## src/design/trpf_pkg.sv

```systemverilog
// trpf_pkg: shared types and constants of the timed RGB phase fader.
// No dependencies; imported by every module of the block.
`timescale 1ns / 1ps

package trpf_pkg;

  localparam int unsigned NUM_PHASES = 6;
  localparam int unsigned DUR_FIELD_W = 16;
  localparam int unsigned QDEPTH = 4;
  localparam int unsigned QAW = 2;
  localparam int unsigned OUT_TDATA_W = 32;

  // Configuration register indexes
  localparam logic [2:0] CFG_PHASE_LAST = 3'd5;
  localparam logic [2:0] CFG_PHASE_COUNT = 3'd6;
  localparam logic [2:0] MAX_PHASE_IDX = 3'd5;
  localparam logic [2:0] MAX_PHASE_CNT = 3'd6;

  // One phase register, MSB first: duration, start RGB, end RGB
  typedef struct packed {
    logic [DUR_FIELD_W-1:0] dur;
    logic [7:0]             s_r;
    logic [7:0]             s_g;
    logic [7:0]             s_b;
    logic [7:0]             e_r;
    logic [7:0]             e_g;
    logic [7:0]             e_b;
  } phase_t;

  // Classified item handed from front to back
  typedef struct packed {
    logic                   in_cycle;
    logic [2:0]             idx;
    logic [DUR_FIELD_W-1:0] dur;
    logic [DUR_FIELD_W-1:0] t;
    logic [7:0]             s_r;
    logic [7:0]             s_g;
    logic [7:0]             s_b;
    logic [7:0]             e_r;
    logic [7:0]             e_g;
    logic [7:0]             e_b;
  } item_t;

  typedef struct packed {
    logic       in_cycle;
    logic [2:0] idx;
    logic [7:0] red;
    logic [7:0] green;
    logic [7:0] blue;
  } result_t;

endpackage

```

## src/design/trpf_front.sv

```systemverilog
// trpf_front: input register, elapsed time and phase lookup.
// Depends on trpf_pkg; feeds trpf_queue.
`timescale 1ns / 1ps

module trpf_front #(
  parameter int unsigned TIME_BITS = 32,
  parameter int unsigned DW = 16
) (
  input  logic                              clk_i,
  input  logic                              rst_ni,
  input  logic                              in_valid_i,
  output logic                              in_ready_o,
  input  logic [TIME_BITS-1:0]              start_time_i,
  input  logic [TIME_BITS-1:0]              current_time_i,
  input  trpf_pkg::phase_t [trpf_pkg::NUM_PHASES-1:0] phase_i,
  input  logic [2:0]                        phase_count_i,
  output logic                              push_o,
  output trpf_pkg::item_t                   item_o,
  input  logic                              full_i
);
  import trpf_pkg::*;

  localparam int unsigned CW = DW + 3;
  localparam int unsigned XW = (TIME_BITS > CW) ? TIME_BITS : CW;

  logic                 vld_q;
  logic [TIME_BITS-1:0] elapsed_q;
  logic                 accept;

  logic [NUM_PHASES-1:0][DW-1:0] dur;
  logic [NUM_PHASES-1:0][CW-1:0] lo;
  logic [NUM_PHASES-1:0][CW-1:0] hi;
  logic [NUM_PHASES-1:0]         hit;
  logic [2:0]                    cnt;

  assign push_o     = vld_q && !full_i;
  assign in_ready_o = !vld_q || push_o;
  assign accept     = in_valid_i && in_ready_o;

  always_ff @(posedge clk_i or negedge rst_ni) begin
    if (!rst_ni) begin
      vld_q <= 1'b0;
    end else if (accept) begin
      vld_q <= 1'b1;
    end else if (push_o) begin
      vld_q <= 1'b0;
    end
  end

  // modular difference, wraps cleanly
  always_ff @(posedge clk_i) begin
    if (accept) begin
      elapsed_q <= current_time_i - start_time_i;
    end
  end

  // cumulative phase bounds
  always_comb begin
    logic [CW-1:0] acc;
    acc = '0;
    cnt = (phase_count_i > MAX_PHASE_CNT) ? MAX_PHASE_CNT : phase_count_i;
    for (int i = 0; i < NUM_PHASES; i++) begin
      dur[i] = phase_i[i].dur[DW-1:0];
      lo[i]  = acc;
      hi[i]  = acc + CW'(dur[i]);
      acc    = hi[i];
      hit[i] = (3'(i) < cnt) && (dur[i] != '0) &&
               (XW'(elapsed_q) >= XW'(lo[i])) && (XW'(elapsed_q) < XW'(hi[i]));
    end
  end

  always_comb begin
    item_o = '0;
    for (int i = NUM_PHASES - 1; i >= 0; i--) begin
      if (hit[i]) begin
        item_o.in_cycle = 1'b1;
        item_o.idx      = 3'(i);
        item_o.dur      = DUR_FIELD_W'(dur[i]);
        item_o.t        = DUR_FIELD_W'(elapsed_q[DW-1:0] - lo[i][DW-1:0]);
        item_o.s_r      = phase_i[i].s_r;
        item_o.s_g      = phase_i[i].s_g;
        item_o.s_b      = phase_i[i].s_b;
        item_o.e_r      = phase_i[i].e_r;
        item_o.e_g      = phase_i[i].e_g;
        item_o.e_b      = phase_i[i].e_b;
      end
    end
  end

endmodule

```

## config.mk

```make
export PLATFORM = sky130hd
export DESIGN_NAME = trpf_front
export DESIGN_NICKNAME = d
export VERILOG_FILES = /design/src/design/trpf_pkg.sv /design/src/design/trpf_front.sv
export SDC_FILE = /design/constraint.sdc
export NUM_CORES = 1
export LEC_CHECK = 0
export ABC_AREA = 1
export BUFFER_PORTS_ARGS = -buffer_cell sky130_fd_sc_hd__buf_4
export CORE_AREA = 5 5 208 210
export CTS_CLUSTER_DIAMETER = 150
export DETAILED_ROUTE_END_ITERATION = 6
export DIE_AREA = 0 0 213 215
export PLACE_DENSITY_LB_ADDON = 0.3
export SLEW_MARGIN = 20
export SYNTH_ARGS = -nofsm -noshare
export SYNTH_HDL_FRONTEND = slang
export SYNTH_SLANG_ARGS = --single-unit
```

## constraint.sdc

```tcl
create_clock -name clk_i -period 8.93 [get_ports clk_i]
set_input_delay 0 -clock clk_i [delete_from_list [all_inputs] [get_ports clk_i]]
set_output_delay 0 -clock clk_i [all_outputs]
set_load 0.02 [all_outputs]
```

==> run_results.csv <==
group,metric,value,unit
synth,synth_area_per_cell,5.698,µm²
route,dr.pass1.iters,6,
clock_network,cts_tree,"yes",
power_and_ir_drop,power,7.479,mW
synth,synth_most_common_cell,"nand2_1",
grt,grt_usage,34.25,%
place,gp_congestion,1.082,
synth,synthTopCellsByArea,"nand2_1 23%, ha_1 17%, inv_1 6.9%",
worst_setup_path,crit_path_max_fanout,7,
synth,synth_async_sr_flop_share,3.030,%
final_layout,multi_input_area,13920,µm²
sta,period_needed,8415,ps
sta,report.final.setup_viol,0,
clock_network,cts.root.buffer_cell,"clkbuf_16",
grt,grt_start_max_net_pins,90,
route,dr.first_iter.drc_count,1988,
route,vias,20800,
floorplanning,dieArea,45800,µm²
synth,syn-cell-area,16370,µm²
outcome,outcome,"complete, no violations",
floorplanning,die_height,215,µm
worst_setup_path,crit_top_cell,"nand2_1",
grt,gr-total-overflow,0,
synth,synth_top_area_share,22.84,%
clock_network,clk_pin_slew,50,ps
floorplanning,rows,75,
hold_path,min_path_type,"primary input to async pin",
clock_network,cts_inserted_buffers,5,
worst_setup_path,endpoint_kind,"output port",
power_and_ir_drop,irDropWorstVdd,0.3766,mV
synth,ys.flop_type,"edfxtp_1",
power_and_ir_drop,power_frac_comb,94.7,%
final_layout,fin_util,51.95,%
synth,ys_warn_count,0,
power_and_ir_drop,p_int,3.137,mW
sta,tightest_slew,980.4,ps
sta,finalCritPeriodShare,94.24,%
synth,ys_types,64,
worst_setup_path,arrival,8420,ps
floorplanning,start_util,39.55,%
power_and_ir_drop,p_leak,11.76,nW
route,vias_per_cell,5.283,
power_and_ir_drop,p_seq_share,3.1,%
clock_network,clk_path_buf_depth,2,
grt,grt_pass1_wl,119900,µm
sta,skew,3.266,ps
route,routed_wl,84620,µm
worst_setup_path,startpoint,"phase_i[48]",
final_layout,fillers,4538,
sta,max_freq,118.8,MHz
final_layout,final_cells,3938,
sta,slew_viol_final,0,
power_and_ir_drop,power_frac_clock,2.2,%
synth,yosys-top-cells-count,"996 x nand2_1, 302 x inv_1, 242 x nor2_1, 224 x ha_1, 217 x a21oi_1",
worst_setup_path,worstReg2RegStart,"vld_q$_DFFE_PN0P_",
clock_network,h-tree-depth,2,
synth,synth_edf_count,32,
grt,antenna_found_initial,27,
power_and_ir_drop,power_switching,4.342,mW
floorplanning,ios,541,
worst_setup_path,critical_path_buf_inv_count,7,
grt,grt_pass1_vias,19390,
place,place_hpwl,71430,µm
floorplanning,die_w,213,µm
flow_run,max-cap-violations,0,
clock_network,cts.sinks,33,
final_layout,seqCellArea,985.9,µm²
synth,synth_cells,2872,
final_layout,final_nets,4069,
worst_setup_path,critPathKind,"primary input to output port",
route,wl_per_cell,21.49,µm
route,drc_errors,0,
power_and_ir_drop,switching_share,58.06,%
sta,slew_headroom,34.49,%
worst_setup_path,cp-start-kind,"primary input",
place,place_inst,3888,
worst_setup_path,worstPathRequired,8930,ps
synth,yosysSeqAreaShare,6.024,%
place,io_buffers,540,
final_layout,area_growth,31.36,%
synth,synth_top_cell_by_area,"nand2_1",
worst_setup_path,critPathMaxStageDelay,390,ps
route,drtAntennaViolNets,0,
synth,syn_nets,3562,
synth,ys_seq_elements,33,
worst_setup_path,crit_slowest_cell,"fa_1",
worst_setup_path,path_delay_family,"simple AND/OR/NAND/NOR gates",
sta,hold_violations,0,
power_and_ir_drop,powerDensity,347.9,nW/µm²
clock_network,worstSkewPairLatency,280,ps
floorplanning,core,41380,µm²
final_layout,layout-drive-gt1-share,22.31,%
## logic make-up after synthesis
family / synth area share [%]
flops: 6.024
buf+inv: 10.57
fa+ha+maj: 18.47
compound gates: 16.24
simple gates: 40.61
xor+xnor: 8.081
## repair_timing
action                                  CTS  global route
buffers inserted                          0            17
hold buffers                              3             0
hold endpoints to repair                  2             0
endpoints found under the setup margin    0            83
gates resized for setup                   0            54
## final timing paths
path                                                 to  slack (ps)  cells past startpoint
worst min-delay path                  vld_q$_DFFE_PN0P_          40                      2
min in group clk_i               elapsed_q[0]$_DFFE_PP_         110                      3
worst max-delay path                         item_o[49]         510                     55
worst min register to register   elapsed_q[3]$_DFFE_PP_         880                      1
max in group asynchronous             vld_q$_DFFE_PN0P_        8810                      2
worst max register to register  elapsed_q[23]$_DFFE_PP_        7320                      1
## through the flow
stage | setup TNS (ps) | worst slack [ps] | instance area [µm²] | hold WS (ps)
after floorplan | 0 | 1715 | 16370 | -295.6
after global placement | 0 | 274.7 | 20820 | -223.5
after detailed placement | 0 | 174.1 | 20820 | -223.4
after CTS | 0 | 139.0 | 20990 | 28.27
after global routing | -260.8 | -46.46 | 21480 | 34.42
final | 0 | 514.6 | 21500 | 37.17
## cell type report
| cell class | instances | share of cell area (%) |
|---|---|---|
| sequential | 33 | 4.586 |
| antenna | 19 | 0.2212 |
| timing repair inverter | 2 | 0.1048 |
| timing repair buffer | 582 | 20.66 |
| tap | 539 | 3.137 |
| multi-input combinational | 2431 | 64.77 |
| inverter | 324 | 5.861 |
| clock inverter | 3 | 0.08148 |
| clock buffer | 5 | 0.5820 |
## per-layer routing
layer	track usage (%)	wire, µm	vias up
met2	57.07	39440	885
met5	0	107	-
li1	-	-	10410
met4	13.01	3458	16
met3	8.400	8331	181
met1	42.52	33290	9313
## flip-flops by register name (all words and copies together) (netlist names)
name       count
elapsed_q     32
vld_q          1
## power by group through the flow
stage / Combinational, mW / Sequential [mW] / Clock, mW
floorplan: 5.22 / 0.218 / 0
global placement: 6.64 / 0.235 / 0
detailed placement: 6.69 / 0.235 / 0
CTS: 6.73 / 0.232 / 0.168
global route: 8.00 / 0.233 / 0.175
finish: 7.08 / 0.233 / 0.165
## placed cells by master (no fill, tap or decap), types with 10 or more instances in the layout
cell type / instances
nor3_1: 28
nand2_2: 60
edfxtp_1: 32
o21ai_2: 11
xor2_1: 87
o21ai_0: 84
fa_1: 11
inv_1: 301
a21o_1: 18
nand3_1: 155
o211ai_1: 10
xnor2_1: 53
inv_2: 18
nor4_1: 25
or2_2: 11
o21ai_1: 35
a21boi_1: 13
nor2_1: 241
a21oi_1: 208
a21oi_2: 10
o21a_1: 10
nand2_1: 993
nand4_1: 29
ha_1: 216
o21bai_1: 17
diode_2: 19
buf_4: 573
Power figures use the tool's default switching activity.
