==> src/design/trpf_pkg.sv <==
// trpf_pkg: shared types and constants of the timed RGB phase fader.
// No dependencies; imported by every module of the block.
`timescale 1ns / 1ps

package trpf_pkg;

  localparam int unsigned NUM_PHASES = 6;
  localparam int unsigned DUR_FIELD_W = 16;
  localparam int unsigned QDEPTH = 4;
  localparam int unsigned QAW = 2;
  localparam int unsigned OUT_TDATA_W = 32;

  // Configuration register indexes
  localparam logic [2:0] CFG_PHASE_LAST = 3'd5;
  localparam logic [2:0] CFG_PHASE_COUNT = 3'd6;
  localparam logic [2:0] MAX_PHASE_IDX = 3'd5;
  localparam logic [2:0] MAX_PHASE_CNT = 3'd6;

  // One phase register, MSB first: duration, start RGB, end RGB
  typedef struct packed {
    logic [DUR_FIELD_W-1:0] dur;
    logic [7:0]             s_r;
    logic [7:0]             s_g;
    logic [7:0]             s_b;
    logic [7:0]             e_r;
    logic [7:0]             e_g;
    logic [7:0]             e_b;
  } phase_t;

  // Classified item handed from front to back
  typedef struct packed {
    logic                   in_cycle;
    logic [2:0]             idx;
    logic [DUR_FIELD_W-1:0] dur;
    logic [DUR_FIELD_W-1:0] t;
    logic [7:0]             s_r;
    logic [7:0]             s_g;
    logic [7:0]             s_b;
    logic [7:0]             e_r;
    logic [7:0]             e_g;
    logic [7:0]             e_b;
  } item_t;

  typedef struct packed {
    logic       in_cycle;
    logic [2:0] idx;
    logic [7:0] red;
    logic [7:0] green;
    logic [7:0] blue;
  } result_t;

endpackage

==> src/design/trpf_back.sv <==
// trpf_back: product stage, numerator stage and an 8-step restoring
// divider per color channel. Depends on trpf_pkg; pops trpf_queue.
`timescale 1ns / 1ps

module trpf_back #(
  parameter int unsigned DW = 16
) (
  input  logic              clk_i,
  input  logic              rst_ni,
  input  trpf_pkg::item_t   item_i,
  input  logic              empty_i,
  output logic              pop_o,
  output logic              out_valid_o,
  input  logic              out_ready_i,
  output trpf_pkg::result_t result_o
);
  import trpf_pkg::*;

  localparam int unsigned RW = DW + 8;
  localparam int unsigned NSTEP = 8;

  typedef struct packed {
    logic [RW-1:0] rem;
    logic [7:0]    q;
  } lane_t;

  typedef struct packed {
    logic             in_cycle;
    logic [2:0]       idx;
    logic [DW-1:0]    dur;
    lane_t [2:0]      ln;
  } dstage_t;

  typedef struct packed {
    logic                 in_cycle;
    logic [2:0]           idx;
    logic [DW-1:0]        dur;
    logic [2:0][RW-1:0]   p1;
    logic [2:0][RW-1:0]   p2;
    logic [2:0]           neg;
  } mstage_t;

  logic                 en;
  logic                 m_vld_q;
  mstage_t              m_q;
  mstage_t              m_d;
  logic [NSTEP:0]       d_vld_q;
  dstage_t [NSTEP:0]    d_q;
  dstage_t              num_d;

  function automatic dstage_t div_step(dstage_t x, int unsigned k);
    dstage_t       y;
    logic [RW-1:0] sh;
    logic          ge;
    y = x;
    sh = RW'(x.dur) << k;
    for (int c = 0; c < 3; c++) begin
      ge = (x.ln[c].rem >= sh);
      y.ln[c].rem = ge ? (x.ln[c].rem - sh) : x.ln[c].rem;
      y.ln[c].q   = {x.ln[c].q[6:0], ge};
    end
    return y;
  endfunction

  // whole back pipe moves together; the last stage is the output register
  assign en          = !d_vld_q[NSTEP] || out_ready_i;
  assign pop_o       = en && !empty_i;
  assign out_valid_o = d_vld_q[NSTEP];

  always_comb begin
    logic [2:0][7:0] s;
    logic [2:0][7:0] e;
    logic [7:0]      diff;
    s = {item_i.s_b, item_i.s_g, item_i.s_r};
    e = {item_i.e_b, item_i.e_g, item_i.e_r};
    m_d.in_cycle = item_i.in_cycle;
    m_d.idx      = item_i.idx;
    m_d.dur      = item_i.dur[DW-1:0];
    for (int c = 0; c < 3; c++) begin
      m_d.neg[c] = (e[c] < s[c]);
      diff       = m_d.neg[c] ? (s[c] - e[c]) : (e[c] - s[c]);
      m_d.p1[c]  = RW'(s[c]) * RW'(item_i.dur[DW-1:0]);
      m_d.p2[c]  = RW'(item_i.t[DW-1:0]) * RW'(diff);
    end
  end

  // numerator start*dur +/- t*|end-start|, always within 0..255*dur
  always_comb begin
    num_d.in_cycle = m_q.in_cycle;
    num_d.idx      = m_q.idx;
    num_d.dur      = m_q.dur;
    for (int c = 0; c < 3; c++) begin
      num_d.ln[c].rem = m_q.neg[c] ? (m_q.p1[c] - m_q.p2[c]) : (m_q.p1[c] + m_q.p2[c]);
      num_d.ln[c].q   = '0;
    end
  end

  always_ff @(posedge clk_i or negedge rst_ni) begin
    if (!rst_ni) begin
      m_vld_q <= 1'b0;
      d_vld_q <= '0;
    end else if (en) begin
      m_vld_q <= pop_o;
      d_vld_q <= {d_vld_q[NSTEP-1:0], m_vld_q};
    end
  end

  always_ff @(posedge clk_i) begin
    if (en) begin
      m_q    <= m_d;
      d_q[0] <= num_d;
      for (int j = 1; j <= NSTEP; j++) begin
        d_q[j] <= div_step(d_q[j-1], NSTEP - j);
      end
    end
  end

  always_comb begin
    result_o.in_cycle = d_q[NSTEP].in_cycle;
    result_o.idx      = d_q[NSTEP].in_cycle ? d_q[NSTEP].idx : 3'd0;
    result_o.red      = d_q[NSTEP].in_cycle ? d_q[NSTEP].ln[0].q : 8'd0;
    result_o.green    = d_q[NSTEP].in_cycle ? d_q[NSTEP].ln[1].q : 8'd0;
    result_o.blue     = d_q[NSTEP].in_cycle ? d_q[NSTEP].ln[2].q : 8'd0;
  end

`ifndef SYNTHESIS
  a_pop_needs_room: assert property (@(posedge clk_i) disable iff (!rst_ni)
    pop_o |-> en) else $error("back pops while stalled");
  a_out_hold: assert property (@(posedge clk_i) disable iff (!rst_ni)
    (out_valid_o && !out_ready_i) |=> (out_valid_o && $stable(result_o)))
    else $error("result changed while stalled");
  a_idle_zero: assert property (@(posedge clk_i) disable iff (!rst_ni)
    (out_valid_o && !result_o.in_cycle) |->
    (result_o.red == 8'd0 && result_o.green == 8'd0 && result_o.blue == 8'd0))
    else $error("colors not cleared outside cycle");
`endif

endmodule

==> config.mk <==
export PLATFORM = sky130hd
export DESIGN_NAME = trpf_back
export DESIGN_NICKNAME = d
export VERILOG_FILES = /design/src/design/trpf_pkg.sv /design/src/design/trpf_back.sv
export SDC_FILE = /design/constraint.sdc
export NUM_CORES = 2
export LEC_CHECK = 0
export BUFFER_PORTS_ARGS = -buffer_cell sky130_fd_sc_hd__buf_2
export CAP_MARGIN = 20
export CELL_PAD_IN_SITES_DETAIL_PLACEMENT = 1
export CELL_PAD_IN_SITES_GLOBAL_PLACEMENT = 1
export CORE_ASPECT_RATIO = 1.1
export CORE_MARGIN = 4
export CORE_UTILIZATION = 57
export CTS_BUF_LIST = sky130_fd_sc_hd__clkbuf_8
export DETAILED_ROUTE_END_ITERATION = 16
export PLACE_DENSITY = 0.95
export SETUP_SLACK_MARGIN = 0.4
export SYNTH_ARGS = -nofsm -noshare
export SYNTH_HDL_FRONTEND = slang
export SYNTH_SLANG_ARGS = --single-unit
==> constraint.sdc <==
create_clock -name clk_i -period 39.1 [get_ports clk_i]
set_input_delay 7.82 -clock clk_i [delete_from_list [all_inputs] [get_ports clk_i]]
set_output_delay 7.82 -clock clk_i [all_outputs]
set_load 0.02 [all_outputs]
==> results.md <==
- Finish-stage setup viols: 0
- Fin crit share: 42.9%
- Sequential share of the synthesized area: 36.5%
- GRT overflow: 0
- Count of cell types in the netlist: 87
- Routed len/inst: 27.1 um
- Worst EP arrival: 8960 ps
- Crit path buffers/inverters: 2
- Worst slew margin: 20.3%
- H-tree levels: 4
- Post-DP HPWL: 206000 um
- Pin count of the biggest net entering global routing: 173
- Clock Pin Slew Worst Setup and Hold Paths: 60 ps
- # IOs: 118
- Clock sink count: 1025
- Worst setup EP type: output port
- CP dominant cell by count: buf_2
- #FFs+latches synth: 1025
- Critical-path maximum fanout: 11
- Clock Skew: 53.6 ps
- Num CTS Buffers: 170
- Cell Area, Synth: 84100 um^2
- Final Critical Period: 16780 ps
- Initial Utilization: 57.5%
- RSZ-0062 raised after global routing: no
- 1st-iter DRT viols: 5111
- Area grow syn2layout: 7.21%
- Final hold vios: 0
- Total negative slack: 0 ps
- CTS tree: done
- FMAX: 59.6 MHz
- Critical Path RT: 31280 ps
- Residual DRC: 0
- CORE AREA: 146000 um^2
- Post-CTS Resized: 0
- Die area: 154000 um^2
- Post-Synthesis Cells: 8242
- Clk_lat worst skew: 930 ps
- Pins Over Slew Limit: 0
- Most frequent cells in the layout: edfxtp_1 (1015), inv_1 (963), ha_1 (765), nand2_1 (668), a21oi_1 (561)
- Max-cap violations: 0
- Port bufs: 117
- Fraction of layout cells with a size suffix above 1: 6.15%
- Post-CTS Hold Buffers: 0
- Post-Route Utilization: 61.7%
- Detail Route Antenna Nets: 0
- Die W: 374 um
- Global-route wire length before repair: 430000 um
- Ys Warns: 0
- Postcts setup bufs: 0
- Nature of the critical path startpoint: primary input
- Fraction of registers with async set or reset after synthesis: 0.976%
- Clock Tree Root: clkbuf_8
- Vias in the first global route: 74700
- Post-synth EDFFs: 1015
- CP Class: in -> out
- Commonest non-fill, non-tap cell in the layout: edfxtp_1
- Min-Delay Path Class: reg -> reg
- CP top delay family: simple AND/OR/NAND/NOR gates
- Vias per cell: 6.34
- Hold slack: 405 ps
- Synthesized area per cell: 10.2 um^2
- CP peak stage delay: 720 ps
- Final net count: 9759
- Mapped Nets: 9629
- Rows: 147
- Critical-path top delay cell: nor2b_1
- Synth Flop Type: edfxtp_1
- Final WL: 283000 um
- Vias post-DR: 66300
- Die height: 411 um
- Initial antenna violation count: 4
- Status: finished, final reports clean
- Total GRT Usage: 36.2%
- Worst path cell trace: buf_2 > nor2b_1 > nor2_1 > buf_2
- Clock Tree Buf Depth: 3
- Placer congestion estimate: 0.948
- Drt pass-1 iters: 5
- Worst-Margin Slew: 1180 ps
==> per-stage QoR <==
| step | instance area [um^2] | setup WS (ps) | std cells |
|---|---|---|---|
| global placement | 86800 | 22310 | 10100 |
| CTS | 90100 | 22290 | 10400 |
| floorplan | 84100 | 5000 | 8242 |
| detailed placement | 86900 | 22310 | 10100 |
| global route | 90200 | 22150 | 10400 |
| finish | 90200 | 22320 | 10400 |
==> layout make-up <==
class / count / area (um^2)
Inverter: 926 / 3480
Multi-Input combinational cell: 6072 / 49200
Sequential cell: 1025 / 30700
Antenna cell: 6 / 15.0
Timing Repair Buffer: 177 / 1060
Tap cell: 1937 / 2420
Clock buffer: 177 / 2440
Clock inverter: 122 / 842
Fill cell: 15800 / 56000
==> routing by layer <==
layer  GRT usage, %  wire [um]  up-vias
li1               -          -    28900
met1           35.4      91600    32700
met2           64.9     143000     3133
met3           5.91      15500     1565
met4           34.0      33100        4
met5              0         23        -
==> final timing paths <==
check                            start    endpoint  slack, ps  depth (start not counted)
max                        out_ready_i       pop_o      22320                          4
max reg2reg                    m_q[55]     d_q[93]      33270                         15
min in group asynchronous       rst_ni  d_vld_q[7]       6770                          1
max in group asynchronous       rst_ni  d_vld_q[4]      32120                          1
min                           d_q[498]    d_q[615]        400                          0
min reg2reg                   d_q[498]    d_q[615]        400                          0
==> logic make-up (layout without fill, tap and decap cells) <==
kind of cell	count (synthesis)	in the layout	share of synthesized area [%]
flip-flops	1025	1025	36.5
XOR/XNOR	568	568	5.91
AND/OR/NAND/NOR	2441	2441	14.6
AO/OA/AOI/OAI	1662	1662	12.4
buffers and inverters	1145	1402	5.13
adder cells (fa/ha/maj)	1299	1299	24.1
multiplexers	102	102	1.31
other	0	6	0
==> registers in the layout, indices dropped and copies added (netlist names) <==
register	flops
d_q	847
result_o	1
d_vld_q	9
m_vld_q	1
m_q	167
==> synth_stat cells (12+ instances only) <==
| cell | count | share of area, % |
|---|---|---|
| edfxtp_1 | 1015 | 36 |
| inv_1 | 924 | 4.1 |
| ha_1 | 765 | 11 |
| nand2_1 | 668 | 3.0 |
| a21oi_1 | 561 | 3.3 |
| fa_1 | 534 | 13 |
| nor2_1 | 484 | 2.2 |
| and2_1 | 445 | 3.3 |
| o21ai_0 | 353 | 2.1 |
| xnor2_1 | 353 | 3.7 |
| a21o_1 | 220 | 2.0 |
| xor2_1 | 215 | 2.2 |
| clkbuf_1 | 205 | 0.91 |
| nor2b_1 | 199 | 1.5 |
| nor3_1 | 149 | 0.89 |
| nand3_1 | 85 | 0.51 |
| nand2b_1 | 82 | 0.61 |
| o21a_1 | 78 | 0.70 |
| mux2_2 | 64 | 0.86 |
| nand4_1 | 58 | 0.43 |
| a31oi_1 | 54 | 0.40 |
| nor4_1 | 53 | 0.39 |
| a21boi_0 | 51 | 0.46 |
| o21bai_1 | 49 | 0.44 |
| and3_1 | 47 | 0.35 |
| or3_1 | 46 | 0.34 |
| o31ai_1 | 44 | 0.39 |
| a211oi_1 | 38 | 0.34 |
| mux2i_1 | 37 | 0.44 |
| o211ai_1 | 24 | 0.21 |
| or2_2 | 22 | 0.16 |
| nor4b_1 | 21 | 0.22 |
| a2111oi_0 | 19 | 0.20 |
| a211o_1 | 17 | 0.18 |
| nand3b_1 | 17 | 0.15 |
| nor3b_1 | 17 | 0.15 |
| o2111ai_1 | 17 | 0.18 |
| o41ai_1 | 15 | 0.16 |
| a31o_2 | 13 | 0.14 |
| nand4b_1 | 13 | 0.14 |
| or4_1 | 13 | 0.12 |
| a221oi_1 | 12 | 0.12 |
Power is left out: the tool's default activity adds up to more than one toggle a clock period on the data nets, which glitch-free logic cannot reach.
