File: src/design/trpf_pkg.sv
// trpf_pkg: shared types and constants of the timed RGB phase fader.
// No dependencies; imported by every module of the block.
`timescale 1ns / 1ps

package trpf_pkg;

  localparam int unsigned NUM_PHASES = 6;
  localparam int unsigned DUR_FIELD_W = 16;
  localparam int unsigned QDEPTH = 4;
  localparam int unsigned QAW = 2;
  localparam int unsigned OUT_TDATA_W = 32;

  // Configuration register indexes
  localparam logic [2:0] CFG_PHASE_LAST = 3'd5;
  localparam logic [2:0] CFG_PHASE_COUNT = 3'd6;
  localparam logic [2:0] MAX_PHASE_IDX = 3'd5;
  localparam logic [2:0] MAX_PHASE_CNT = 3'd6;

  // One phase register, MSB first: duration, start RGB, end RGB
  typedef struct packed {
    logic [DUR_FIELD_W-1:0] dur;
    logic [7:0]             s_r;
    logic [7:0]             s_g;
    logic [7:0]             s_b;
    logic [7:0]             e_r;
    logic [7:0]             e_g;
    logic [7:0]             e_b;
  } phase_t;

  // Classified item handed from front to back
  typedef struct packed {
    logic                   in_cycle;
    logic [2:0]             idx;
    logic [DUR_FIELD_W-1:0] dur;
    logic [DUR_FIELD_W-1:0] t;
    logic [7:0]             s_r;
    logic [7:0]             s_g;
    logic [7:0]             s_b;
    logic [7:0]             e_r;
    logic [7:0]             e_g;
    logic [7:0]             e_b;
  } item_t;

  typedef struct packed {
    logic       in_cycle;
    logic [2:0] idx;
    logic [7:0] red;
    logic [7:0] green;
    logic [7:0] blue;
  } result_t;

endpackage

File: src/design/trpf_queue.sv
// trpf_queue: small FIFO of classified items between front and back.
// Depends on trpf_pkg.
`timescale 1ns / 1ps

module trpf_queue (
  input  logic            clk_i,
  input  logic            rst_ni,
  input  logic            push_i,
  input  trpf_pkg::item_t item_i,
  output logic            full_o,
  input  logic            pop_i,
  output trpf_pkg::item_t item_o,
  output logic            empty_o
);
  import trpf_pkg::*;

  item_t          mem_q [QDEPTH];
  logic [QAW-1:0] wr_ptr_q;
  logic [QAW-1:0] rd_ptr_q;
  logic [QAW:0]   count_q;
  logic [QAW:0]   count_d;

  assign full_o  = (count_q == (QAW+1)'(QDEPTH));
  assign empty_o = (count_q == '0);
  assign item_o  = mem_q[rd_ptr_q];

  always_comb begin
    count_d = count_q;
    if (push_i && !pop_i) begin
      count_d = count_q + 1'b1;
    end else if (pop_i && !push_i) begin
      count_d = count_q - 1'b1;
    end
  end

  always_ff @(posedge clk_i or negedge rst_ni) begin
    if (!rst_ni) begin
      wr_ptr_q <= '0;
      rd_ptr_q <= '0;
      count_q  <= '0;
    end else begin
      count_q <= count_d;
      if (push_i) begin
        wr_ptr_q <= wr_ptr_q + 1'b1;
      end
      if (pop_i) begin
        rd_ptr_q <= rd_ptr_q + 1'b1;
      end
    end
  end

  always_ff @(posedge clk_i) begin
    if (push_i) begin
      mem_q[wr_ptr_q] <= item_i;
    end
  end

`ifndef SYNTHESIS
  a_no_overflow: assert property (@(posedge clk_i) disable iff (!rst_ni)
    push_i |-> !full_o) else $error("queue push while full");
  a_no_underflow: assert property (@(posedge clk_i) disable iff (!rst_ni)
    pop_i |-> !empty_o) else $error("queue pop while empty");
  a_count_range: assert property (@(posedge clk_i) disable iff (!rst_ni)
    count_q <= (QAW+1)'(QDEPTH)) else $error("queue count out of range");
`endif

endmodule

File: config.mk
export PLATFORM = sky130hd
export DESIGN_NAME = trpf_queue
export DESIGN_NICKNAME = d
export VERILOG_FILES = /design/src/design/trpf_pkg.sv /design/src/design/trpf_queue.sv
export SDC_FILE = /design/constraint.sdc
export NUM_CORES = 1
export LEC_CHECK = 0
export BUFFER_PORTS_ARGS = -buffer_cell sky130_fd_sc_hd__buf_4
export CAP_MARGIN = 20
export CELL_PAD_IN_SITES_DETAIL_PLACEMENT = 0
export CELL_PAD_IN_SITES_GLOBAL_PLACEMENT = 1
export CORE_MARGIN = 2
export CORE_UTILIZATION = 45
export CTS_BUF_LIST = sky130_fd_sc_hd__clkbuf_4 sky130_fd_sc_hd__clkbuf_8 sky130_fd_sc_hd__clkbuf_16
export DETAILED_ROUTE_END_ITERATION = 8
export PLACE_DENSITY = 0.77
export SLEW_MARGIN = 10
export SYNTH_ARGS = -nofsm -noshare
export SYNTH_HDL_FRONTEND = slang
export SYNTH_SLANG_ARGS = --single-unit
File: constraint.sdc
create_clock -name clk_i -period 2.77 [get_ports clk_i]
set_input_delay 0.554 -clock clk_i [delete_from_list [all_inputs] [get_ports clk_i]]
set_output_delay 0.554 -clock clk_i [all_outputs]
set_load 0.02 [all_outputs]
==> results of run 1 <==
## flip-flops by register name (all words and copies together), names as in the netlist
signal,cells
count_q,3
mem_q,336
rd_ptr_q,2
wr_ptr_q,2
## Yosys cell counts
library cell    n
inv_1           4
mux2_2          1
buf_1           3
mux4_2         84
fa_1            1
edfxtp_1      336
xnor2_1         2
buf_12          5
buf_4           4
nor3b_1         1
ha_1            5
and2_1          4
xor2_1          4
buf_2           6
nor3_1          1
o21ai_0         1
nand2_1         2
dfrtp_1         7
nor2_1          1
buf_6           1
## stage by stage
stage	total power, mW	worst slack (ps)
3_5_place_dp	13.0	620
5_1_grt	18.1	35.7
4_1_cts	17.6	73.9
3_3_place_gp	12.8	639
2_1_floorplan	10.8	672
6_report	17.4	147
## critical path: stages (launching register included)
cell and delay, ps:
dfrtp_4 450, buf_12 330, mux4_2 580, buf_4 180
## final cells by class
| cell class | instances | area [um2] | area share |
|---|---|---|---|
| diodes | 1 | 2.50 | 0.000161 |
| repair buffers | 189 | 1510 | 0.0971 |
| multi-input cells | 107 | 2100 | 0.135 |
| well taps | 378 | 473 | 0.0304 |
| flip-flops and latches | 343 | 10300 | 0.661 |
| clock inverters | 19 | 175 | 0.0113 |
| inverters | 4 | 15.0 | 0.000967 |
| clock buffers | 43 | 983 | 0.0633 |
## power by group through the flow
| stage | Combinational (mW) | Clock (mW) | Sequential, mW |
|---|---|---|---|
| floorplan | 3.75 | 0 | 7.06 |
| global placement | 5.72 | 0 | 7.12 |
| detailed placement | 5.79 | 0 | 7.20 |
| CTS | 5.80 | 4.74 | 7.10 |
| global route | 6.03 | 4.93 | 7.16 |
| finish | 5.66 | 4.63 | 7.08 |
## per-layer routing
metal / vias up / share of wire
li1: 2449 / -
met1: 2916 / 0.41
met2: 156 / 0.51
met3: 37 / 0.062
met4: 0 / 0.020
met5: - / 0
## cell families (layout without fill, tap and decap cells)
group	Yosys count	after routing	synth area share
buffers and inverters	23	255	0.0157
muxes	85	85	0.152
AOI/OAI and AO/OA	1	1	0.000398
other	0	1	0
adders and majority gates	6	6	0.00658
xor gates and xnor gates	6	6	0.00419
DFF	343	343	0.818
and+or+nand+nor	9	9	0.00389
## worst max path at each step
| stage | end | slack [ps] | cells after the start | from |
|---|---|---|---|---|
| 6_report | item_o[31] | 150 | 3 | rd_ptr_q[0]$_DFFE_PN0P_ |
| 2_1_floorplan | mem_q[2][0]$_DFFE_PP_ | 670 | 3 | wr_ptr_q[0]$_DFFE_PN0P_ |
| 5_1_grt | item_o[51] | 40 | 3 | rd_ptr_q[0]$_DFFE_PN0P_ |
| 3_5_place_dp | item_o[51] | 620 | 3 | rd_ptr_q[0]$_DFFE_PN0P_ |
| 4_1_cts | item_o[51] | 70 | 3 | rd_ptr_q[0]$_DFFE_PN0P_ |
| 3_3_place_gp | item_o[31] | 640 | 3 | rd_ptr_q[0]$_DFFE_PN0P_ |
==> impl_metrics.json, run 1 <==
{
  "status": "complete, no violations",
  "finalHoldWorstSlack_ps": 246,
  "final_common_cell": "edfxtp_1",
  "gp_congestion": 0.707,
  "wirelength_mm": 22.8,
  "place_area_um2": 14400,
  "final_area_um2": 15500,
  "cts_buffers": 36,
  "dp_hpwl_mm": 13.9,
  "ir_worst_vdd_uv": 706,
  "leakage_nw": 5.34,
  "ctsRootBufferMaster": "clkbuf_16",
  "viasPerCell": 5.13,
  "first_iter_violations": 404,
  "skew_ps": 14.4,
  "synth_top_area_share": 0.804,
  "ios": 174,
  "rr_startpoint": "wr_ptr_q[0]$_DFFE_PN0P_",
  "start_util": 0.454,
  "period_share": 0.947,
  "fillers": 2043,
  "hold_class": "in2reg",
  "grt_max_degree": 47,
  "synth_seq_cells": 343,
  "arrival_ps": 2070,
  "clkTransAtPathRegs_ps": 60,
  "final_core_util": 0.562,
  "htreeDepth": 2,
  "timing.rr.end": "mem_q[0][9]$_DFFE_PP_",
  "dr.pass1.iters": 4,
  "gr-usage-met1": 0.202,
  "layout.nets": 775,
  "max-cap-violations": 0,
  "track_usage": 0.157,
  "power_density_nw_per_um2": 1120,
  "cp_max_fo": 43,
  "maxSlewViolCount": 0,
  "max_freq_mhz": 381,
  "rsz0062_at_grt": "no",
  "final_layout_size_suffix_gt1_frac": 0.477,
  "start_kind": "flip-flop",
  "yosysWarnings": 0,
  "wl_per_cell_um": 21.0,
  "cts_tree": "done",
  "die_w_um": 171,
  "clock_path_buffers": 3,
  "final_cell_mix": "336 x edfxtp_1, 181 x buf_4, 84 x mux4_2, 37 x clkbuf_16, 8 x clkinv_2",
  "report.final.setup_viol": 0,
  "p_seq_frac": 0.408,
  "fp.coreArea_um2": 27600,
  "antenna_found_initial": 1,
  "cts.sink_count": 343,
  "ys_top_cells_by_area": "edfxtp_1 80%, mux4_2 15%, dfrtp_1 1.4%, buf_12 0.80%, ha_1 0.50%",
  "final_hold_viol_count": 0,
  "cp.required_ps": 2220,
  "cts_hold_buf": 1,
  "top_usage_layer": "met2",
  "synth_top_area_cell": "edfxtp_1",
  "syn_area_per_cell_um2": 26.5,
  "cts_setup_buffers": 0,
  "end_kind": "output pin",
  "comb_power_share": 0.326,
  "r2r_slack_ps": 980,
  "vias": 5558,
  "synthCells": 473,
  "grt_pass1_wl_mm": 34.4,
  "clk_latency_ps": 500,
  "die-height_um": 171,
  "fin_cells": 1084,
  "synth_cell_types": 20,
  "met2_usage": 0.267,
  "grt_pass1_vias": 6204,
  "finalSetupTns_ps": 0,
  "met3_usage": 0.0382,
  "hp-start": "item_i[21]",
  "synth_area_um2": 12600,
  "period_needed_ps": 2620,
  "worst_pin_slew_ps": 731,
  "io_buffers": 173,
  "dieArea_um2": 29300,
  "reg2regPathDepth": 4,
  "pwr-share-clk": 0.266,
  "p_int_mw": 12.2,
  "p_sw_frac": 0.297,
  "synth_fp_nets": 567,
  "area_growth_pct": 23.7,
  "drc": 0,
  "ys_seq_area_frac": 0.818,
  "p_switching_mw": 5.16,
  "min_path_cells": 1,
  "fp-row-count": 61,
  "post_cts_resized": 0,
  "dp_cells": 1020,
  "drtAntennaViolNets": 0,
  "whs_endpoint": "mem_q[3][21]$_DFFE_PP_",
  "grt_overflow_total": 0,
  "relSlewSlack": 0.513,
  "critPathKind": "reg2out"
}
(Power assumes the default switching activity.)
==> run 2, diff against run 1 <==
- CELL_PAD_IN_SITES_DETAIL_PLACEMENT: 0 -> unset
- CELL_PAD_IN_SITES_GLOBAL_PLACEMENT: 1 -> unset
- CORE_UTILIZATION: 45 -> 51
==> run 2 against run 1 <==
Effect of this change:
- combinational power is 1% higher
- flip-flop and latch count unchanged
- setup slack lost 13 ps
- hold slack worse by 6.3 ps
- final cell count down 4.2%
- non-clock buffer count rose by 7
- maximum frequency down 0.49%
- critical endpoint is now item_o[16]
- largest cell class unchanged
- highest routed layer unchanged
==> impl_metrics.json, run 2 (synthesis results as in run 1) <==
{
  "first_iter_violations": 371,
  "arrival_ps": 2080,
  "critPathKind": "reg2out",
  "die_w_um": 161,
  "power_density_nw_per_um2": 1130,
  "grt_pass1_vias": 6310,
  "cp_slowest_cell": "mux4_2",
  "htreeDepth": 2,
  "worstPathCellList": "buf_12 > mux4_2 > buf_4",
  "fin_cells": 1039,
  "clk_latency_ps": 500,
  "skew_ps": 11.9,
  "final_common_cell": "edfxtp_1",
  "drc": 0,
  "start_kind": "flip-flop",
  "cts.sink_count": 343,
  "max-cap-violations": 0,
  "final_core_util": 0.644,
  "layout.nets": 782,
  "final_area_um2": 15600,
  "grt_overflow_total": 0,
  "reg_top3": "mem_q x336, count_q x3",
  "rsz0062_at_grt": "no",
  "cts_tree": "done",
  "gp_congestion": 0.712,
  "cp_slowest_stage_delay_ps": 570,
  "grt_max_degree": 44,
  "place_area_um2": 14300,
  "comb_power_share": 0.323,
  "dr.pass1.iters": 4,
  "final_cell_mix": "336 x edfxtp_1, 185 x buf_4, 84 x mux4_2, 37 x clkbuf_16, 9 x buf_12",
  "period_needed_ps": 2640,
  "cp.required_ps": 2220,
  "area_growth_pct": 24.4,
  "fp.coreArea_um2": 24200,
  "largest_reg_flops": 336,
  "p_int_mw": 12.5,
  "r2r_slack_ps": 960,
  "report.final.setup_viol": 0,
  "pwr-share-clk": 0.275,
  "final_hold_viol_count": 0,
  "end_kind": "output pin",
  "vias": 5699,
  "final_layout_size_suffix_gt1_frac": 0.484,
  "die-height_um": 161,
  "viasPerCell": 5.49,
  "p_sw_frac": 0.296,
  "period_share": 0.951,
  "dp_hpwl_mm": 14.2,
  "wl_per_cell_um": 22.3,
  "diodes": 0,
  "clock_path_buffers": 3,
  "worst_pin_slew_ps": 582,
  "io_buffers": 173,
  "clkTransAtPathRegs_ps": 60,
  "status": "complete, no violations",
  "cp_max_fo": 27,
  "start_util": 0.518,
  "fillers": 1586,
  "p_seq_frac": 0.402,
  "fp-row-count": 57,
  "dp_cells": 970,
  "wirelength_mm": 23.2,
  "grt_pass1_wl_mm": 36.0,
  "post_cts_resized": 0,
  "leakage_nw": 5.41,
  "antenna_found_initial": 0,
  "cts_buffers": 36,
  "drtAntennaViolNets": 0,
  "max_freq_mhz": 379,
  "hold_class": "in2reg",
  "p_switching_mw": 5.24,
  "ctsRootBufferMaster": "clkbuf_16",
  "maxSlewViolCount": 0,
  "finalSetupTns_ps": 0,
  "relSlewSlack": 0.612,
  "ir_worst_vdd_uv": 792,
  "ios": 174,
  "largest-register": "mem_q",
  "track_usage": 0.185,
  "dieArea_um2": 25900
}
run 2: power by group through the flow:
stage,Clock (mW),Combinational (mW),Sequential [mW]
finish,4.88,5.72,7.12
global route,5.19,6.08,7.21
global placement,0,5.63,7.20
CTS,4.99,5.80,7.17
floorplan,0,3.75,7.06
detailed placement,0,5.71,7.29
run 2: path summary, 6_finish.rpt:
kind,startpoint,to,cells after the start
worst max-delay path,rd_ptr_q[0]$_DFFE_PN0P_,item_o[16],3
worst min-delay path,item_i[73],mem_q[3][73]$_DFFE_PP_,1
worst max register to register,wr_ptr_q[0]$_DFFE_PN0P_,mem_q[2][18]$_DFFE_PP_,4
worst min register to register,count_q[2]$_DFFE_PN0P_,count_q[2]$_DFFE_PN0P_,1
max in group asynchronous,rst_ni,rd_ptr_q[0]$_DFFE_PN0P_,2
min in group asynchronous,rst_ni,rd_ptr_q[1]$_DFFE_PN0P_,2
run 2: per-layer routing:
metal | share of wire | track usage | vias up
met5 | 0 | 0 | -
met4 | 0.023 | 0.0649 | 0
met3 | 0.054 | 0.0364 | 42
met2 | 0.52 | 0.317 | 186
met1 | 0.40 | 0.241 | 3006
li1 | - | - | 2465
run 2: area by class of cell:
cell class | count | area [um2] | area share
Sequential cell | 343 | 10300 | 0.658
Multi-Input combinational cell | 107 | 2100 | 0.135
Timing Repair Buffer | 196 | 1590 | 0.102
Clock buffer | 42 | 970 | 0.0621
Tap cell | 324 | 405 | 0.0259
Clock inverter | 23 | 264 | 0.0169
Inverter | 4 | 15.0 | 0.000961
run 2: critical path, delay by kind of cell (launching register included):
family | cells | cell delay [ps]
buf+inv | 2 | 460
flops | 1 | 540
mux | 1 | 570
run 2: repair_timing:
item                                    in CTS  in global routing
hold buffers                                 1                  0
pin swaps                                    0                  0
setup buffers                                2                  1
endpoints found under the setup margin       1                  1
hold endpoints to repair                     7                  0
run 2: through the flow:
step	hold slack, ps	worst slack (ps)	power [mW]
2_1_floorplan	258	672	10.8
3_3_place_gp	367	561	12.8
3_5_place_dp	371	553	13.0
4_1_cts	213	47.6	18.0
5_1_grt	222	28.3	18.5
6_report	239	135	17.7
==> run 3, diff against run 2 <==
- MAX_ROUTING_LAYER: unset -> met4
- PLACE_DENSITY: 0.77 -> 0.8
==> run 3 against run 2 <==
Effect of this change:
- sequential share of layout area increased by 1.0 points
- register-to-register slack got worse by 50 ps
- cell area decreased by 1.6%
- final cell count decreased by 1.4%
- maximum frequency increased by 1.0%
- die area unchanged
- setup slack improved by 26 ps
- clock-buffer cell count increased by 2
- non-clock buffer count decreased by 8
- sequential power about the same
- critical path type unchanged
- largest cell class unchanged
- highest routed layer unchanged
==> impl_metrics.json, run 3 (synthesis results as in run 1) <==
{
  "track_usage": 0.187,
  "viasPerCell": 5.45,
  "vias": 5577,
  "reg_top3": "mem_q x336, count_q x3",
  "grt_pass1_vias": 6175,
  "arrival_ps": 2060,
  "fp.coreArea_um2": 24200,
  "grt_max_degree": 45,
  "ir_worst_vdd_uv": 558,
  "final_layout_size_suffix_gt1_frac": 0.473,
  "cp_slowest_cell": "mux4_2",
  "cp_max_fo": 44,
  "hold_class": "in2reg",
  "final_cell_mix": "336 x edfxtp_1, 177 x buf_4, 84 x mux4_2, 37 x clkbuf_16, 10 x buf_12",
  "dieArea_um2": 25900,
  "cp_slowest_stage_delay_ps": 590,
  "die-height_um": 161,
  "status": "complete, no violations",
  "p_seq_frac": 0.419,
  "grt_overflow_total": 0,
  "largest-register": "mem_q",
  "largest_reg_flops": 336,
  "ctsRootBufferMaster": "clkbuf_16",
  "relSlewSlack": 0.594,
  "leakage_nw": 5.30,
  "cts_tree": "done",
  "diodes": 0,
  "clock_path_buffers": 3,
  "ios": 174,
  "gp_congestion": 0.709,
  "comb_power_share": 0.333,
  "fp-row-count": 57,
  "clk_latency_ps": 500,
  "finalSetupTns_ps": 0,
  "end_kind": "output pin",
  "wirelength_mm": 22.9,
  "fin_ws_ps": 161,
  "start_util": 0.518,
  "period_share": 0.942,
  "final_core_util": 0.634,
  "area_growth_pct": 22.5,
  "clkTransAtPathRegs_ps": 50,
  "cp.required_ps": 2220,
  "htreeDepth": 2,
  "dr.pass1.iters": 4,
  "dp_cells": 964,
  "place_area_um2": 14300,
  "start_kind": "flip-flop",
  "p_switching_mw": 5.10,
  "final_area_um2": 15400,
  "rsz0062_at_grt": "no",
  "worst_pin_slew_ps": 608,
  "final_hold_viol_count": 0,
  "critPathKind": "reg2out",
  "power_density_nw_per_um2": 1110,
  "antenna_found_initial": 0,
  "io_buffers": 173,
  "cts_buffers": 35,
  "wl_per_cell_um": 22.3,
  "final_common_cell": "edfxtp_1",
  "fin_cells": 1024,
  "period_needed_ps": 2610,
  "post_cts_resized": 0,
  "skew_ps": 10.3,
  "maxSlewViolCount": 0,
  "p_int_mw": 11.9,
  "grt_pass1_wl_mm": 35.4,
  "die_w_um": 161,
  "cts.sink_count": 343,
  "first_iter_violations": 513,
  "layout.nets": 773,
  "max_freq_mhz": 383,
  "max-cap-violations": 0,
  "p_sw_frac": 0.300,
  "drc": 0,
  "pwr-share-clk": 0.248,
  "drtAntennaViolNets": 0,
  "dp_hpwl_mm": 14.0,
  "report.final.setup_viol": 0,
  "dpl_worst_slack_ps": 544,
  "worstPathCellList": "buf_12 > mux4_2 > buf_4"
}
run 3: power groups by stage:
stage,registers [mW],clock network [mW],logic (mW)
final,7.13,4.23,5.67
after floorplan,7.06,0,3.75
after CTS,7.14,4.33,5.81
after detailed placement,7.28,0,5.69
after global placement,7.21,0,5.60
after global routing,7.20,4.54,6.02
run 3: path summary, 6_finish.rpt:
kind,start,to,slack [ps],depth (start not counted)
setup / recovery,rd_ptr_q[0]$_DFFE_PN0P_,item_o[68],160,3
hold / removal,pop_i,rd_ptr_q[0]$_DFFE_PN0P_,260,2
setup reg to reg,wr_ptr_q[0]$_DFFE_PN0P_,mem_q[2][36]$_DFFE_PP_,910,4
hold reg to reg,count_q[2]$_DFFE_PN0P_,count_q[2]$_DFFE_PN0P_,500,1
max in group asynchronous,rst_ni,rd_ptr_q[0]$_DFFE_PN0P_,2200,2
min in group asynchronous,rst_ni,count_q[1]$_DFFE_PN0P_,430,2
run 3: per-stage QoR:
step | total power, mW | hold slack, ps
after CTS | 17.3 | 235
after floorplan | 10.8 | 258
final | 17.0 | 255
after global placement | 12.8 | 367
after detailed placement | 13.0 | 375
after global routing | 17.8 | 234
run 3: area by class of cell:
class,instances,area [um2]
clock buffers,44,978
multi-input cells,107,2100
fillers,1598,8870
repair buffers,188,1540
flip-flops and latches,343,10300
well taps,324,405
clock inverters,14,67.6
inverters,4,15.0
run 3: timing repair:
item / CTS / global route
setup buffers: 1 / 0
hold endpoints to repair: 7 / 0
hold buffers: 1 / 0
endpoints found under the setup margin: 1 / 0
run 3: critical path: cells and delay by family, from the launching register on:
family | cells | cell delay (ps)
mux | 1 | 590
flops | 1 | 440
buf+inv | 2 | 520
run 3: routing by layer:
metal	wire [um]	track usage	part of all wire
met4	325	0.0418	0.014
met1	9330	0.247	0.41
met5	0	-	0
met3	1380	0.0390	0.060
met2	11900	0.307	0.52
